$ cat src/design/bsp_pkg.sv
// Shared types and constants for the billboard sprite projector.
package bsp_pkg;

  localparam int SPRITES       = 4;
  localparam int SCREEN_WIDTH  = 64;
  localparam int SCREEN_HEIGHT = 32;
  localparam int SLOT_W        = (SPRITES > 1) ? $clog2(SPRITES) : 1;
  localparam int QDEPTH        = 2;

  localparam logic [1:0] OP_DEPTH  = 2'd0;
  localparam logic [1:0] OP_LOAD   = 2'd1;
  localparam logic [1:0] OP_RENDER = 2'd2;

  localparam logic [0:0] REG_DIST_LIMIT   = 1'b0;
  localparam logic [0:0] REG_HEIGHT_RATIO = 1'b1;

  localparam logic [15:0] DIST_LIMIT_RST   = 16'd80;
  localparam logic [7:0]  HEIGHT_RATIO_RST = 8'd192;

  // render command handed from front to back
  typedef struct packed {
    logic signed [15:0] pos_x;
    logic signed [15:0] pos_y;
    logic signed [15:0] dir_x;
    logic signed [15:0] dir_y;
    logic signed [15:0] plane_x;
    logic signed [15:0] plane_y;
  } render_cmd_t;

  typedef struct packed {
    logic [7:0]  glyph;
    logic [5:0]  row_start;
    logic [5:0]  row_end;
    logic [5:0]  col_start;
    logic [5:0]  col_end;
    logic [63:0] column_mask;
    logic        last;
  } result_t;

endpackage

$ cat src/design/bsp_front.sv
// Front end: decodes items, keeps the depth and sprite stores, queues renders.
module bsp_front (
  input  logic                  clk,
  input  logic                  rst,
  input  logic                  in_valid,
  output logic                  in_stall,
  input  logic [1:0]            opcode,
  input  logic [5:0]            slot,
  input  logic [15:0]           depth,
  input  logic signed [15:0]    sprite_x,
  input  logic signed [15:0]    sprite_y,
  input  logic [7:0]            glyph,
  input  bsp_pkg::render_cmd_t  cmd_in,
  output logic                  q_valid,
  output bsp_pkg::render_cmd_t  q_cmd,
  input  logic                  q_pop,
  input  logic                  back_busy,
  input  logic [5:0]            rd_col,
  output logic [15:0]           rd_depth,
  output logic [15:0]           spr_x [bsp_pkg::SPRITES],
  output logic [15:0]           spr_y [bsp_pkg::SPRITES],
  output logic [7:0]            spr_g [bsp_pkg::SPRITES],
  output logic [bsp_pkg::SPRITES-1:0] spr_v
);
  import bsp_pkg::*;

  logic [15:0]  depth_mem [64];
  render_cmd_t  fifo [QDEPTH];
  logic         wp, rp;
  logic [1:0]   count;
  logic         accept, push;

  // stores change only while no render is queued or running
  assign in_stall = (count == 2'(QDEPTH)) ||
                    ((opcode != OP_RENDER) && (q_valid || back_busy));
  assign accept   = in_valid && !in_stall;
  assign push     = accept && (opcode == OP_RENDER);
  assign q_valid  = (count != 2'd0);
  assign q_cmd    = fifo[rp];

  always_ff @(posedge clk) begin
    if (accept && opcode == OP_DEPTH) depth_mem[slot] <= depth;
    rd_depth <= depth_mem[rd_col];
    if (push) fifo[wp] <= cmd_in;
  end

  always_ff @(posedge clk) begin
    if (rst) begin
      wp <= 1'b0;
      rp <= 1'b0;
      count <= 2'd0;
      spr_v <= '0;
      for (int i = 0; i < SPRITES; i++) begin
        spr_x[i] <= '0;
        spr_y[i] <= '0;
        spr_g[i] <= '0;
      end
    end else begin
      if (push) wp <= ~wp;
      if (q_pop) rp <= ~rp;
      count <= count + {1'b0, push} - {1'b0, q_pop};
      if (accept && opcode == OP_LOAD && {26'd0, slot} < SPRITES) begin
        spr_x[slot[SLOT_W-1:0]] <= sprite_x;
        spr_y[slot[SLOT_W-1:0]] <= sprite_y;
        spr_g[slot[SLOT_W-1:0]] <= glyph;
        spr_v[slot[SLOT_W-1:0]] <= 1'b1;
      end
    end
  end

  assert property (@(posedge clk) disable iff (rst) count <= 2'(QDEPTH))
    else $error("render queue overflow");
  assert property (@(posedge clk) disable iff (rst) q_pop |-> q_valid)
    else $error("pop from empty render queue");
  assert property (@(posedge clk) disable iff (rst)
      (back_busy && accept) |-> (opcode == OP_RENDER))
    else $error("store written during render");
endmodule

$ cat config.mk
export PLATFORM = sky130hd
export DESIGN_NAME = bsp_front
export DESIGN_NICKNAME = d
export VERILOG_FILES = /design/src/design/bsp_pkg.sv /design/src/design/bsp_front.sv
export SDC_FILE = /design/constraint.sdc
export NUM_CORES = 1
export LEC_CHECK = 0
export BUFFER_PORTS_ARGS = -buffer_cell sky130_fd_sc_hd__buf_2
export CAP_MARGIN = 15
export CORE_AREA = 10 10 374 376
export DETAILED_ROUTE_END_ITERATION = 10
export DIE_AREA = 0 0 384 386
export MAX_ROUTING_LAYER = met4
export PLACE_DENSITY = 0.56
export SKIP_CTS_REPAIR_TIMING = 1
export SLEW_MARGIN = 20
export SYNTH_ARGS = -nofsm -noshare
export SYNTH_HDL_FRONTEND = slang
export SYNTH_SLANG_ARGS = --single-unit
export TNS_END_PERCENT = 20
$ cat constraint.sdc
create_clock -name clk -period 8 [get_ports clk]
set_clock_uncertainty 0.15 [all_clocks]
set_input_delay 1.2 -clock clk [delete_from_list [all_inputs] [get_ports clk]]
set_output_delay 1.2 -clock clk [all_outputs]
set_load 0.02 [all_outputs]
# Yosys cells after proc, flatten, opt, wreduce, memory -nomap -nowiden
# Memory sizes are Yosys's and may differ from the RTL's. A register that Yosys moved wholly into a read port is not among the register bits.
# Index checks and enable logic that the tools add are counted.
op_classes:
  addsub: 2
  n_lt_le_gt_ge: 5
  eq_ne: 4
  muxes: 15
  n_bitwise: 4
  n_reduce_logical: 13
op_table:
  columns: ["op", "n"]
  rows:
  - ["$bwmux 64", 2]
  - ["$bwmux 32", 1]
  - ["$demux 16 s2", 1]
  - ["$demux 8 s2", 1]
  - ["$mux 16", 1]
  - ["$logic_and 1x1->1", 8]
  - ["$mux 8", 1]
  - ["$mux 1", 7]
  - ["$lt 6x3->1 const B", 1]
  - ["$eq 2x2->1 const B", 2]
  - ["$or 4x4->4", 1]
  - ["$ge 3x3->1 const B", 1]
  - ["$lt 2x3->1 const B", 1]
  - ["$lt 3x1->1 const B", 1]
  - ["$not 2->3", 1]
  - ["$add 2x1->2", 1]
  - ["$demux 1 s2", 1]
  - ["$eq 2x1->1 const B", 1]
  - ["$ge 2x1->1 const B", 1]
  - ["$logic_not 2->1", 1]
  - ["$logic_or 1x1->1", 2]
  - ["$ne 2x2->1 const B", 1]
  - ["$not 1->1", 2]
  - ["$reduce_bool 2->1", 1]
  - ["other kinds (2)", 2]
totals:
  register_bits: 168
  ram_bits: 1216
  input_bits: 171
  word_cells: 61
  n_memories: 2
memory_table:
  columns: ["name", "depth", "word_bits", "rd", "rd_ports_with_merged_regs", "write_ports", "line_no", "text"]
  rows:
  - ["depth_mem", 64, 16, 1, 1, 1, "bsp_front.sv:27", "logic [15:0] depth_mem [64];"]
  - ["fifo", 2, 96, 1, 1, 1, "bsp_front.sv:28", "render_cmd_t fifo [QDEPTH];"]

# Logic depth before layout (Yosys ltp)
depth:
  ltp_word: 9
  ltp_mapped: 9
  depth_no_buf: 8

# Least setup slack after synthesis
# Ideal clock, no wire load.
synth_timing:
  path_kind: "input to register"
  start: "input port opcode[0]"
  end: "memory fifo[0][0] (netlist bit) (enable)"
  setup_ns: 0.552
  arrival_ns: 5.453
  required_ns: 7.298
  setup_slack_ns: 1.845
  cell_stages: 3
  cell_sequence: "inv_1 nand4_1 nor2_1"
synth_between:
  elab_chain_len: 8
synth_rtl:
  columns: ["item", "line_no", "text"]
  rows:
  - ["from (decl)", "bsp_front.sv:7", "input logic [1:0] opcode,"]
  - ["$ne 2x2->1", "bsp_front.sv:35", "((opcode != OP_RENDER) && (q_valid || back_busy));"]
  - ["$logic_and 1x1->1", "bsp_front.sv:35", null]
  - ["$logic_or 1x1->1", "bsp_front.sv:34", "assign in_stall = (count == 2'(QDEPTH)) ||"]
  - ["$logic_not 1->1", "bsp_front.sv:36", "assign accept = in_valid && !in_stall;"]
  - ["$logic_and 1x1->1", "bsp_front.sv:36", null]
  - ["$logic_and 1x1->1 *", "bsp_front.sv:37", "assign push = accept && (opcode == OP_RENDER);"]
  - ["$mux 1 *", "bsp_front.sv:44", "if (push) fifo[wp] <= cmd_in;"]
  - ["$mux 1 (implied by the code) *", "bsp_front.sv:44", null]
  - ["to (decl)", "bsp_front.sv:28", null]
# Every way passes the cells marked *; elsewhere a longest branch is shown, timed or not.

==> out/metrics.yaml <==
ir_drop_mv: 0.1939
gp_congestion: 0.8242
coreArea_sq_um: 132600
ys_seq_elements: 1401
grt-ovfl-total: 0
synth_cells: 2840
synth.largest_area_cell: "edfxtp_1"
drive_gt1_share_pct: 33.08
internal_power_w: 0.01211
syn_area_sq_um: 52700
critical_path_class: "reg2out"
cp.required_ns: 6.65
grt_setup_unrepaired: "no"
holdWs_ns: 0.3003
rows: 134
hold_path.class: "reg2reg"
drv_cap: 0
cp-end-kind: "output port"
yosysTopAreaCellShare_pct: 69.29
vias: 27940
clock_sinks: 1401
grt_pass1_wl_um: 201800
p_seq_share_pct: 51.8
yosys-top-cells-area: "edfxtp_1 69%, mux4_2 9.8%, dfxtp_1 7.0%, mux2_2 3.0%, nand2_1 2.6%"
yosys-top-cells-count: "1,216 x edfxtp_1, 367 x nand2_1, 229 x mux4_2"
setup_violations: 0
yosys.cell_types.count: 48
clk_latency_ns: 0.76
grt_max_degree: 105
ant_nets: 0
fmaxAchievable_mhz: 237.1
grt_busiest_layer: "met2"
drt_iter0_drc: 2437
combPwrFrac_pct: 5.2
dieHeight_um: 386
drc: 0
p_sw_share_pct: 21.75
grtUsageTotal_pct: 18.99
clk_path_buf_depth: 3
viasPerCell: 5.298
clockPowerShare_pct: 43.1
area_growth_pct: 17.59
ios: 449
finalCritPeriodShare_pct: 52.73
synth_edf_count: 1216
rrSetupSlack_ns: 4.01
cts_tree: "yes"
synth.avg_cell_area_sq_um: 18.56
p_sw_w: 0.003365
powerDensity_nw_per_um2: 249.7
use_met2_pct: 28.45
grt_pass1_vias: 28770
cp-start-kind: "flip-flop"
start_util_pct: 39.74
root_buffer: "clkbuf_16"
yosysSeqAreaShare_pct: 76.31
cp.arrival_ns: 2.87
yosysMostFrequentCell: "edfxtp_1"
dr.pass1.iters: 5
relSlewSlack_pct: 26.58
die_area_sq_um: 148200
yosysWarnings: 0
die_w_um: 384
finalCriticalPeriod_ns: 4.218
wl_per_cell_um: 26.18
cts-buffers-inserted: 149
portBuffers: 448
cp_max_fo: 65
tightest_slew_ns: 1.093
slew_violations: 0
synth_fp_nets: 3013
nFillCells: 11260
async_reset_ff_share_pct: 0
finalWirelength_um: 138100
finalHoldViolCount: 0
antenna_found_initial: 28
synthFlopType: "edfxtp_1"
tns_ns: 0
finalWorstSetupSlack_ns: 3.782
htree_levels: 4
status: "finished clean"
met3_usage_pct: 6.617
leakagePower_nw: 20.70
dp_slack_ns: 3.103
fin_util_pct: 46.73
nNetsFinal: 3540
dp_hpwl_um: 84060
clk_pin_slew_ns: 0.06
grt.met1_usage_pct: 25.09
==> layer usage <==
layer  wire length (um)  vias up
li1                   -    12270
met1              59190    14510
met2              63750      984
met3              12790      180
met4               2335        0
met5                  0        -
==> power by group through the flow <==
stage | clock, W | combinational, W | sequential [W]
6_report | 0.00667 | 0.000800 | 0.00801
5_1_grt | 0.00712 | 0.000858 | 0.00801
4_1_cts | 0.00682 | 0.000815 | 0.00801
3_5_place_dp | 0 | 0.000813 | 0.00816
3_3_place_gp | 0 | 0.000809 | 0.00816
2_1_floorplan | 0 | 0.000444 | 0.00817
==> worst paths after layout <==
| path | start | to | depth (start not counted) |
|---|---|---|---|
| max | flip-flop | q_cmd[83] | 3 |
| min | spr_x[8] | spr_x[8] | 2 |
| max reg2reg | count[0] | depth_mem[26][14] | 6 |
| min reg2reg | spr_x[8] | spr_x[8] | 2 |
==> critical path: stages, from the launching register on <==
cell and delay [ns]:
dfxtp_4 0.63, buf_4 0.77, mux2_2 0.42, buf_2 0.18
==> state kept, by name (all words and copies together), names as in the netlist, named ones only <==
signal	count
spr_y	64
rd_depth	16
wp	1
spr_v	4
count	2
rp	1
spr_g	32
spr_x	64
depth_mem	1024
fifo	192
==> kinds of logic (layout without fill, tap and decap cells) <==
kind of cell / after synthesis / count (layout) / synth area share (%)
muxes: 465 / 465 / 14.60
DFF: 1401 / 1401 / 76.31
AOI/OAI and AO/OA: 272 / 272 / 3.148
other: 0 / 17 / 0
and+or+nand+nor: 531 / 531 / 4.164
adders and majority gates: 2 / 2 / 0.04747
xor gates and xnor gates: 4 / 4 / 0.06649
buffers and inverters: 165 / 814 / 1.659
==> placed cells by master, fill, tap and decap left out, types with 5 or more instances in the layout <==
| cell type | instances |
|---|---|
| buf_4 | 87 |
| nor2_4 | 11 |
| nand3_1 | 14 |
| nor2b_1 | 14 |
| clkbuf_1 | 35 |
| o22ai_1 | 12 |
| mux2_2 | 140 |
| mux4_2 | 229 |
| edfxtp_1 | 1216 |
| dfxtp_1 | 184 |
| diode_2 | 17 |
| a21oi_1 | 160 |
| bufinv_16 | 9 |
| o21ai_0 | 5 |
| nor3_1 | 15 |
| clkinv_1 | 31 |
| inv_16 | 5 |
| clkinv_2 | 21 |
| mux2i_1 | 96 |
| clkbuf_8 | 5 |
| nor2_2 | 12 |
| clkbuf_16 | 151 |
| a22oi_1 | 47 |
| nor2_1 | 67 |
| nand2_1 | 367 |
| buf_2 | 443 |
| o211ai_1 | 10 |
| a221oi_1 | 10 |
==> through the flow <==
stage	total power (W)	cell area [sq um]	instances
after global placement	0.008973	57140	4984
final	0.01548	61970	5274
after floorplan	0.008610	52700	2840
after detailed placement	0.008977	57170	4984
after CTS	0.01565	61920	5257
after global routing	0.01598	61970	5273
==> area by class of cell <==
cell class	instances	area, sq um	share of cell area [%]
Antenna cell	17	42.54	0.06864
Clock buffer	191	3979	6.420
Clock inverter	82	768.2	1.240
Inverter	4	15.01	0.02423
Multi-Input combinational cell	1274	11740	18.94
Sequential cell	1401	40220	64.90
Tap cell	1768	2212	3.569
Timing Repair Buffer	537	2995	4.833
No activity file was read; power rests on OpenSTA's default activity.
